### src/itda_pkg.sv
package itda_pkg;

    // Field widths of the stream payloads.
    localparam int DataW      = 64;
    localparam int SelW       = 2;
    localparam int CapW       = 8;
    localparam int CharW      = 8;
    localparam int LenW       = 5;
    localparam int MaxWidthDef = 64;

    // Character codes.
    localparam logic [CharW-1:0] AsciiZero  = 8'h30;
    localparam logic [CharW-1:0] AsciiMinus = 8'h2D;
    localparam logic [CharW-1:0] AsciiNone  = 8'h00;

    // Operand width selector codes.
    localparam logic [SelW-1:0] SelW8  = 2'd0;
    localparam logic [SelW-1:0] SelW16 = 2'd1;
    localparam logic [SelW-1:0] SelW32 = 2'd2;
    localparam logic [SelW-1:0] SelW64 = 2'd3;

    // Commands from the controller to the datapath.
    typedef struct packed {
        logic load;
        logic step;
        logic count;
        logic emit;
    } t_dp_cmd;

    // Status from the datapath to the controller.
    typedef struct packed {
        logic iter_last;
        logic emit_last;
    } t_dp_status;

endpackage

### src/itda_datapath.sv
module itda_datapath
    import itda_pkg::*;
#(
    parameter int MAX_WIDTH = MaxWidthDef
) (
    input  logic               i_clk,
    input  t_dp_cmd            i_cmd,
    input  logic [DataW-1:0]   i_raw,
    input  logic [SelW-1:0]    i_sel,
    input  logic               i_signed,
    input  logic [CapW-1:0]    i_cap,
    output t_dp_status         o_status,
    output logic [CharW-1:0]   o_char,
    output logic               o_fits,
    output logic               o_last,
    output logic [LenW-1:0]    o_len
);

    // Decimal digits of the largest MAX_WIDTH-bit value: floor(W*log10(2)) + 1.
    localparam int Digits  = (MAX_WIDTH * 30103) / 100000 + 1;
    localparam int DigIdxW = (Digits > 1) ? $clog2(Digits) : 1;
    localparam int NdW     = $clog2(Digits + 1);
    localparam int IterW   = $clog2(MAX_WIDTH + 1);
    localparam int W0      = (8  < MAX_WIDTH) ? 8  : MAX_WIDTH;
    localparam int W1      = (16 < MAX_WIDTH) ? 16 : MAX_WIDTH;
    localparam int W2      = (32 < MAX_WIDTH) ? 32 : MAX_WIDTH;
    localparam int W3      = (64 < MAX_WIDTH) ? 64 : MAX_WIDTH;

    logic [MAX_WIDTH-1:0] r_bin;
    logic [3:0]           r_bcd [Digits];
    logic [IterW-1:0]     r_iter;
    logic                 r_neg;
    logic [CapW-1:0]      r_cap;
    logic                 r_fits;
    logic                 r_sign_pend;
    logic [DigIdxW-1:0]   r_dig_idx;
    logic [LenW-1:0]      r_total;
    logic [CharW-1:0]     r_char;
    logic                 r_out_fits;
    logic                 r_out_last;
    logic [LenW-1:0]      r_out_len;

    // Operand preparation for a new item.
    logic [IterW-1:0]     w_len;
    logic [MAX_WIDTH-1:0] mask;
    logic [MAX_WIDTH-1:0] val;
    logic                 neg;
    logic [MAX_WIDTH-1:0] mag;
    logic [MAX_WIDTH-1:0] aligned;

    always_comb begin
        unique case (i_sel)
            SelW8:   w_len = IterW'(W0);
            SelW16:  w_len = IterW'(W1);
            SelW32:  w_len = IterW'(W2);
            SelW64:  w_len = IterW'(W3);
            default: w_len = IterW'(W3);
        endcase
        mask    = {MAX_WIDTH{1'b1}} >> (IterW'(MAX_WIDTH) - w_len);
        val     = i_raw[MAX_WIDTH-1:0] & mask;
        neg     = i_signed && (|(val & mask & ~(mask >> 1)));
        mag     = neg ? ((~val + 1'b1) & mask) : val;
        // The top bit of the operand sits at the top of the shift register.
        aligned = mag << (IterW'(MAX_WIDTH) - w_len);
    end

    // One shift-add-3 step.
    logic [3:0] adj [Digits];

    always_comb begin
        for (int i = 0; i < Digits; i++) begin
            adj[i] = (r_bcd[i] >= 4'd5) ? r_bcd[i] + 4'd3 : r_bcd[i];
        end
    end

    // Digit count: position of the highest nonzero digit, at least one.
    logic [NdW-1:0] nd;

    always_comb begin
        nd = NdW'(1);
        for (int i = 1; i < Digits; i++) begin
            if (r_bcd[i] != 4'd0) begin
                nd = NdW'(i + 1);
            end
        end
    end

    // Character of the current beat.
    logic [CharW-1:0] cur_char;
    logic             cur_last;
    logic [LenW-1:0]  cur_len;

    always_comb begin
        if (!r_fits) begin
            cur_char = AsciiNone;
            cur_last = 1'b1;
            cur_len  = '0;
        end else if (r_sign_pend) begin
            cur_char = AsciiMinus;
            cur_last = 1'b0;
            cur_len  = '0;
        end else begin
            cur_char = AsciiZero + {4'b0000, r_bcd[r_dig_idx]};
            cur_last = (r_dig_idx == '0);
            cur_len  = cur_last ? r_total : '0;
        end
    end

    always_ff @(posedge i_clk) begin
        if (i_cmd.load) begin
            r_bin  <= aligned;
            r_iter <= w_len;
            r_neg  <= neg;
            r_cap  <= i_cap;
            for (int i = 0; i < Digits; i++) begin
                r_bcd[i] <= 4'd0;
            end
        end else if (i_cmd.step) begin
            r_bin    <= r_bin << 1;
            r_iter   <= r_iter - 1'b1;
            r_bcd[0] <= {adj[0][2:0], r_bin[MAX_WIDTH-1]};
            for (int i = 1; i < Digits; i++) begin
                r_bcd[i] <= {adj[i][2:0], adj[i-1][3]};
            end
        end

        if (i_cmd.count) begin
            r_fits      <= (CapW'(nd) <= r_cap);
            r_sign_pend <= r_neg;
            r_dig_idx   <= DigIdxW'(nd - 1'b1);
            r_total     <= LenW'(nd) + LenW'(r_neg);
        end else if (i_cmd.emit) begin
            if (r_sign_pend) begin
                r_sign_pend <= 1'b0;
            end else if (r_dig_idx != '0) begin
                r_dig_idx <= r_dig_idx - 1'b1;
            end
        end

        if (i_cmd.emit) begin
            r_char     <= cur_char;
            r_out_fits <= r_fits;
            r_out_last <= cur_last;
            r_out_len  <= cur_len;
        end
    end

    assign o_status.iter_last = (r_iter == IterW'(1));
    assign o_status.emit_last = cur_last;
    assign o_char = r_char;
    assign o_fits = r_out_fits;
    assign o_last = r_out_last;
    assign o_len  = r_out_len;

endmodule

### src/itda_ctrl.sv
module itda_ctrl
    import itda_pkg::*;
(
    input  logic       i_clk,
    input  logic       i_rst_n,
    input  logic       i_in_valid,
    output logic       o_in_ready,
    input  logic       i_out_ready,
    output logic       o_out_valid,
    output t_dp_cmd    o_cmd,
    input  t_dp_status i_status
);

    typedef enum logic [1:0] {
        S_IDLE,
        S_CONVERT,
        S_COUNT,
        S_EMIT
    } t_state;

    t_state r_state;
    logic   r_out_valid;
    logic   slot_free;

    assign slot_free = !r_out_valid || i_out_ready;

    always_comb begin
        o_cmd.load  = (r_state == S_IDLE) && i_in_valid;
        o_cmd.step  = (r_state == S_CONVERT);
        o_cmd.count = (r_state == S_COUNT);
        o_cmd.emit  = (r_state == S_EMIT) && slot_free;
    end

    assign o_in_ready  = (r_state == S_IDLE);
    assign o_out_valid = r_out_valid;

    always_ff @(posedge i_clk) begin
        if (!i_rst_n) begin
            r_state     <= S_IDLE;
            r_out_valid <= 1'b0;
        end else begin
            unique case (r_state)
                S_IDLE: begin
                    if (i_in_valid) begin
                        r_state <= S_CONVERT;
                    end
                end
                S_CONVERT: begin
                    if (i_status.iter_last) begin
                        r_state <= S_COUNT;
                    end
                end
                S_COUNT: begin
                    r_state <= S_EMIT;
                end
                S_EMIT: begin
                    if (slot_free && i_status.emit_last) begin
                        r_state <= S_IDLE;
                    end
                end
                default: begin
                    r_state <= S_IDLE;
                end
            endcase

            if (o_cmd.emit) begin
                r_out_valid <= 1'b1;
            end else if (i_out_ready) begin
                r_out_valid <= 1'b0;
            end
        end
    end

    a_convert_holds: assert property (@(posedge i_clk) disable iff (!i_rst_n)
        (r_state == S_CONVERT && !i_status.iter_last) |=> (r_state == S_CONVERT))
        else $error("conversion left before the last step");

    a_valid_from_emit: assert property (@(posedge i_clk) disable iff (!i_rst_n)
        $rose(r_out_valid) |-> $past(o_cmd.emit))
        else $error("output valid rose without an emitted character");

    a_last_returns_idle: assert property (@(posedge i_clk) disable iff (!i_rst_n)
        (o_cmd.emit && i_status.emit_last) |=> (r_state == S_IDLE && r_out_valid))
        else $error("last character did not return the controller to idle");

endmodule

### src/integer_to_decimal_ascii_unit.sv
// A value of w bits (8, 16, 32 or 64) is loaded at the accepting edge and converted by
// shift-add-3 steps; then its digits are counted and its characters handed out as m_axis_tready allows.
// A new item is taken only after the last character of the previous one has entered the
// one-character output register, since the single shared double-dabble register serves every item.
// Reset is synchronous and active low; it returns the controller to idle and drops m_axis_tvalid.
// No memory needs clearing, so an item can be taken as soon as reset is released.
module integer_to_decimal_ascii_unit
    import itda_pkg::*;
#(
    parameter int MAX_WIDTH = MaxWidthDef
) (
    input  logic        i_clk,
    input  logic        i_rst_n,

    // Input stream.
    input  logic        s_axis_tvalid,
    output logic        s_axis_tready,
    input  logic [71:0] s_axis_tdata,   // [63:0] raw_value, [71:64] capacity
    input  logic [2:0]  s_axis_tuser,   // [1:0] operand_width, [2] is_signed

    // Output stream, one character per beat.
    output logic        m_axis_tvalid,
    input  logic        m_axis_tready,
    output logic [15:0] m_axis_tdata,   // [7:0] ascii_char, [12:8] total_length, [15:13] zero
    output logic [0:0]  m_axis_tuser,   // [0] fits
    output logic        m_axis_tlast    // last_char
);

    // The controller sequences one item at a time: it takes a beat only when idle,
    // runs the conversion, counts digits, then hands out characters one per beat.
    // The output register lets the next item be taken while the last character
    // of the previous one still waits on the master side.
    t_dp_cmd    cmd;
    t_dp_status status;

    logic [CharW-1:0] out_char;
    logic             out_fits;
    logic             out_last;
    logic [LenW-1:0]  out_len;

    itda_ctrl u_ctrl (
        .i_clk       (i_clk),
        .i_rst_n     (i_rst_n),
        .i_in_valid  (s_axis_tvalid),
        .o_in_ready  (s_axis_tready),
        .i_out_ready (m_axis_tready),
        .o_out_valid (m_axis_tvalid),
        .o_cmd       (cmd),
        .i_status    (status)
    );

    // The datapath holds the binary shift register and the BCD digit row. Each step
    // adds three to every digit of five or more and shifts the whole row left by one,
    // pulling in the next magnitude bit. Negative values are converted from their
    // magnitude, so the most negative value of each width comes out right.
    itda_datapath #(
        .MAX_WIDTH (MAX_WIDTH)
    ) u_datapath (
        .i_clk    (i_clk),
        .i_cmd    (cmd),
        .i_raw    (s_axis_tdata[DataW-1:0]),
        .i_sel    (s_axis_tuser[SelW-1:0]),
        .i_signed (s_axis_tuser[SelW]),
        .i_cap    (s_axis_tdata[DataW+CapW-1:DataW]),
        .o_status (status),
        .o_char   (out_char),
        .o_fits   (out_fits),
        .o_last   (out_last),
        .o_len    (out_len)
    );

    // A refused item shows as a single beat with a zero character, fits low,
    // tlast high and a zero length.
    assign m_axis_tdata = {3'b000, out_len, out_char};
    assign m_axis_tuser = out_fits;
    assign m_axis_tlast = out_last;

endmodule

### config.mk
export PLATFORM = sky130hd
export DESIGN_NAME = integer_to_decimal_ascii_unit
export DESIGN_NICKNAME = d
export VERILOG_FILES = /design/src/itda_pkg.sv /design/src/itda_datapath.sv /design/src/itda_ctrl.sv /design/src/integer_to_decimal_ascii_unit.sv
export SDC_FILE = /design/constraint.sdc
export NUM_CORES = 1
export LEC_CHECK = 0
export ABC_CLOCK_PERIOD_IN_PS = 9850
export BUFFER_PORTS_ARGS = -buffer_cell sky130_fd_sc_hd__buf_2
export CAP_MARGIN = 20
export CORE_ASPECT_RATIO = 0.6
export CORE_MARGIN = 2
export CORE_UTILIZATION = 46
export CTS_BUF_LIST = sky130_fd_sc_hd__clkbuf_4
export CTS_CLUSTER_SIZE = 24
export DETAILED_ROUTE_END_ITERATION = 16
export PLACE_DENSITY = 0.63
export RECOVER_POWER = 25
export SLEW_MARGIN = 40
export SYNTH_ARGS = -nofsm -noshare
export SYNTH_HDL_FRONTEND = slang
export SYNTH_SLANG_ARGS = --single-unit
### constraint.sdc
create_clock -name i_clk -period 9.85 [get_ports i_clk]
set_clock_uncertainty 0.05 [all_clocks]
set_input_delay 0.985 -clock i_clk [delete_from_list [all_inputs] [get_ports i_clk]]
set_output_delay 0.985 -clock i_clk [all_outputs]
set_load 0.01 [all_outputs]
Yosys cells after proc, flatten, opt, wreduce, memory -nomap -nowiden
Memories as Yosys holds them, arrays and structs flattened. A register that Yosys moved wholly into a read port is not among the register bits. Cells that the tools add are included.

Register bits after elaboration: 109. Memory bits (writable): 80. Input bits: 79. Logic and storage cells: 229. Memories: 1.

Memories: u_datapath.r_bcd (depth 20, width 4, read ports 21, clocked after memory_dff 1, wr ports 20, line itda_datapath.sv:30) `logic [3:0] r_bcd [Digits];`.

Add/sub/neg operators: 27. Order comparisons: 21. Eq/ne operators: 11. Shift operators: 2. Muxes and demuxes: 86. Bitwise operators: 28. Reductions and logical operators: 38.

Operators with widths (number): 64-bit AND (4); 64-bit 2-to-1 mux (3); 4-bit 2-to-1 mux (47); 4-bit by 3-bit greater-or-equal comparator with 1-bit output (second input constant) (20); 4-bit by 2-bit adder with 4-bit output (second input constant) (19); 4-bit nonzero test (19); 64-bit by 1-bit adder with 64-bit output (second input constant) (1); 63-bit inverter with 64-bit output (1); 64-bit inverter (1); 64-bit OR reduction (1); 64-bit by 7-bit << shifter with 64-bit output (1); 64-bit by 7-bit >> shifter with 64-bit output (first input constant) (1); 5-bit 2-to-1 mux (10); 7-bit one-hot mux with 4 select lines (1); 1-bit bitwise OR (20); 3-bit 2-to-1 mux (5); 7-bit 2-to-1 mux (2); 1-bit 2-to-1 mux (11); 2-bit 2-to-1 mux (5); 5-bit by 1-bit subtractor with 5-bit output (second input constant) (2); 2-bit == test (second input constant) (4); 5-bit by 8-bit <= comparator with 1-bit output (1); 2-bit one-hot mux with 4 select lines (1); 2-bit nonzero test (4); 20 further kinds (29).

Logic depth before layout (Yosys ltp)
An unclocked memory read counts as a cell.

Depth in word-level cells: 24. Gate-level depth with buffers: 15. Gate-level depth less buffers: 15.

Modules after synthesis
Synthesis repeated with hierarchy kept, for this count alone.

Cells, all modules: 1323. Area, all modules: 12932.4 sq um.

By module, submodules not included: itda_datapath (instances 1, cells an instance 1295, area each 12694.7 sq um); itda_ctrl (instances 1, cells an instance 24, area each 211.5 sq um); integer_to_decimal_ascii_unit (instances 1, cells an instance 4, area each 26.3 sq um).

Least setup slack after synthesis
No wires, ideal clock.

Path kind: input to register. Start: in s_axis_tvalid. End: mem u_datapath.r_bcd[0][0], enable pin. Setup time: 537 ps. Data arrival time: 4741 ps. Data required time: 9263 ps. Setup slack: 4522 ps. Stages: 3. Path buffers: 1. Cell sequence: nand2_2 -> clkbuf_1 -> nand2b_1.

RTL lines: from (decl) (line integer_to_decimal_ascii_unit.sv:16) `input logic s_axis_tvalid,`; to (decl) (line itda_datapath.sv:30).

==> results by group <==
Run status
  – Status: complete, but fails checks
  – Failing checks: capacitance limit, slew limit

Logic synthesis
  – FFs w/ async S/R, synth: 0%
  – Seq/Total Area, Yosys: 43.7%
  – Post-synth EDFFs: 185
  – Synth Flop Type: edfxtp_1
  – Post-synth top area share: 42.5%
  – Synth cell types: 78
  – Synth top area cells: edfxtp_1 (42%), ha_1 (5.4%), mux4_2 (4.3%)
  – Mapped Area: 13100 um2
  – Post-synth top area cell: edfxtp_1
  – Syn. warnings: 0
  – Cells after Synth: 1311
  – Register bit total from synthesis: 193
  – Mean post-synth cell area: 9.97 um2

Timing
  – Final setup fails: 0
  – Total negative setup slack: 0 ps
  – Unrepaired setup endpoints after global routing: no
  – Ratio of final minimum period to clock period: 42.6%
  – Worst-Margin Slew: 2780 ps
  – Period minus WS final: 4190 ps
  – Final Max Slew Viols: 103
  – Worst rel slew slack: -85.1%
  – Fmax: 238 MHz
  – Hold Fails Final Rpt: 0

Critical path
  – Crit end category: flip-flop
  – Critical Path RT: 10130 ps
  – Worst EP arrival: 4470 ps
  – Critical path fanouts, max: 5
  – Worst Setup SP: u_datapath.r_bcd[13][0]$_SDFFCE_PN0P_
  – Startpoint Class: flip-flop
  – Setup CP Type: reg2reg
  – FF-to-FF Start: u_datapath.r_bcd[13][0]$_SDFFCE_PN0P_

Floorplan
  – Starting Density: 47.1%
  – Die ar.: 29800 um2
  – Core area: 27800 um2
  – Die width: 222 um
  – Die height: 135 um
  – Ports: 99
  – Num rows: 47

Placed design
  – Placed Cells: 1733
  – Final HPWL DP: 30.4 mm
  – Placed inst area: 13900 um2
  – Port Buffer Count: 93
  – Routability cong.: 1.01

Detailed routing
  – Wire per inst: 22.9 um
  – Vias: 10858
  – Drt first pass iters: 6
  – DRT iter0 DRCs: 1428
  – Final WL: 40.3 mm
  – DRC viols: 0
  – DR vias/cell: 6.15
  – DRT antenna net count: 0

Finish
  – Most common cell after layout, fill and taps aside: edfxtp_1
  – Reg area: 5720 um2
  – Post-Route Utilization: 51.2%
  – Most frequent cells in the layout: edfxtp_1 (185), nand2_1 (147), o21ai_0 (108)
  – Filler cells: 2572
  – Layout cells sized above 1: 14.9%
  – Design area: 14200 um2
  – Final non-filler cell total: 1765
  – NumNets Final: 1520
  – Multi-input logic area: 6880 um2
  – Antenna cells: 0
  – Area Growth Syn to Fin: 8.64%

Flow run
  – Maxcap violations: 2

Clocking
  – Post-CTS Repair Setup Buffers: 0
  – CTS tree: yes
  – Hold_buf cts: 0
  – Skew-Pair Late Insertion Delay: 630 ps
  – TritonCTS Buffers: 17
  – Post-cts gate resize count: 0
  – Clock buffer depth: 2
  – Clock Pin Slew Worst Setup and Hold Paths: 160 ps
  – Htree depth: 4
  – Clock sink total: 193
  – Clock root cell: clkbuf_4

Global routing
  – Largest net degree at the start of global routing: 88
  – Initial antenna violation count: 0
  – Global-route wire length before repair: 61.2 mm
  – Total GRT Usage: 27.6%
  – Grt ovf: 0
  – Vias in the first global route: 9712

Min path
  – Worst min path class: reg2reg
  – Min-delay src: u_datapath.r_dig_idx[0]$_DFFE_PP_

Power
  – Pwr Total: 4.19 mW
  – P per Cell Area: 295 nW/um2
  – Max VDD drop: 0.166 mV
  – Leak: 5.18 nW
## logic make-up (layout without fill, tap and decap cells)
logic type / after synthesis / after routing / share of synthesized area, %
xor+xnor: 104 / 104 / 6.97
compound gates: 334 / 334 / 16.6
simple gates: 459 / 459 / 17.8
fa+ha+maj: 56 / 56 / 5.36
mux: 37 / 37 / 5.27
buf+inv: 127 / 210 / 4.26
other cells: 1 / 5 / 0.0287
flops: 193 / 193 / 43.7
## state kept, by name, indices dropped and copies added, names as in the netlist, 2 cells and up, named ones only
| signal | cells |
|---|---|
| u_datapath.o_char | 6 |
| u_datapath.r_dig_idx | 5 |
| u_datapath.o_len | 5 |
| u_datapath.r_bcd | 80 |
| u_ctrl.r_state | 2 |
| u_datapath.r_bin | 64 |
| u_datapath.r_total | 5 |
| u_datapath.r_cap | 8 |
| u_datapath.r_iter | 7 |
## layer usage
| layer | track usage (%) | routed length (um) | vias to the layer above |
|---|---|---|---|
| met1 | 45.3 | 20100 | 5330 |
| met5 | 0 | 0 | - |
| met4 | 4.65 | 235 | 0 |
| li1 | - | - | 4976 |
| met3 | 10.6 | 5380 | 17 |
| met2 | 33.0 | 14600 | 535 |
## power breakdown
group          internal [mW]  switching [mW]  total [mW]  leakage [nW]
Combinational          0.795            1.12        1.91          3.13
Sequential              1.47           0.349        1.82          1.90
Clock                  0.177           0.279       0.456         0.146
## cells in the mapped netlist, types with 32 or more instances
library cell	number
edfxtp_1	185
nand2_1	148
o21ai_0	108
nor2_1	96
a21oi_1	75
inv_1	65
ha_1	56
xnor2_1	52
xor2_1	52
and2_1	47
clkbuf_1	39
nor3b_1	32
## per-stage QoR
| stage | worst slack [ps] | hold WS, ps |
|---|---|---|
| 2_1_floorplan | 4520 | 400 |
| 3_3_place_gp | 5450 | 447 |
| 3_5_place_dp | 5480 | 449 |
| 4_1_cts | 5640 | 398 |
| 5_1_grt | 5370 | 404 |
| 6_report | 5660 | 469 |
## path summary, 6_finish.rpt
kind	endpoint	slack, ps	depth (start not counted)
worst max-delay path	u_datapath.r_fits$_DFFE_PP_	5660	11
worst min-delay path	flip-flop	470	2
worst max register to register	u_datapath.r_fits$_DFFE_PP_	5660	11
worst min register to register	flip-flop	470	2
## worst max-delay path, stage by stage, from the launching register on
cell and delay, ps:
edfxtp_1 500, inv_1 100, ha_1 280, or3b_2 490, nor4_1 650, o21ai_0 330
nand2_1 150, nand2_1 170, ha_1 360, and4_1 160, a2111oi_0 380, o21ai_0 280
## layout make-up
class	instances	share of cell area, %
multi-input cells	995	48.4
flip-flops and latches	193	40.2
repair buffers	111	4.33
well taps	367	3.23
inverters	67	1.77
clock inverters	13	1.02
clock buffers	19	1.00
No activity file was read; power rests on OpenSTA's default activity.
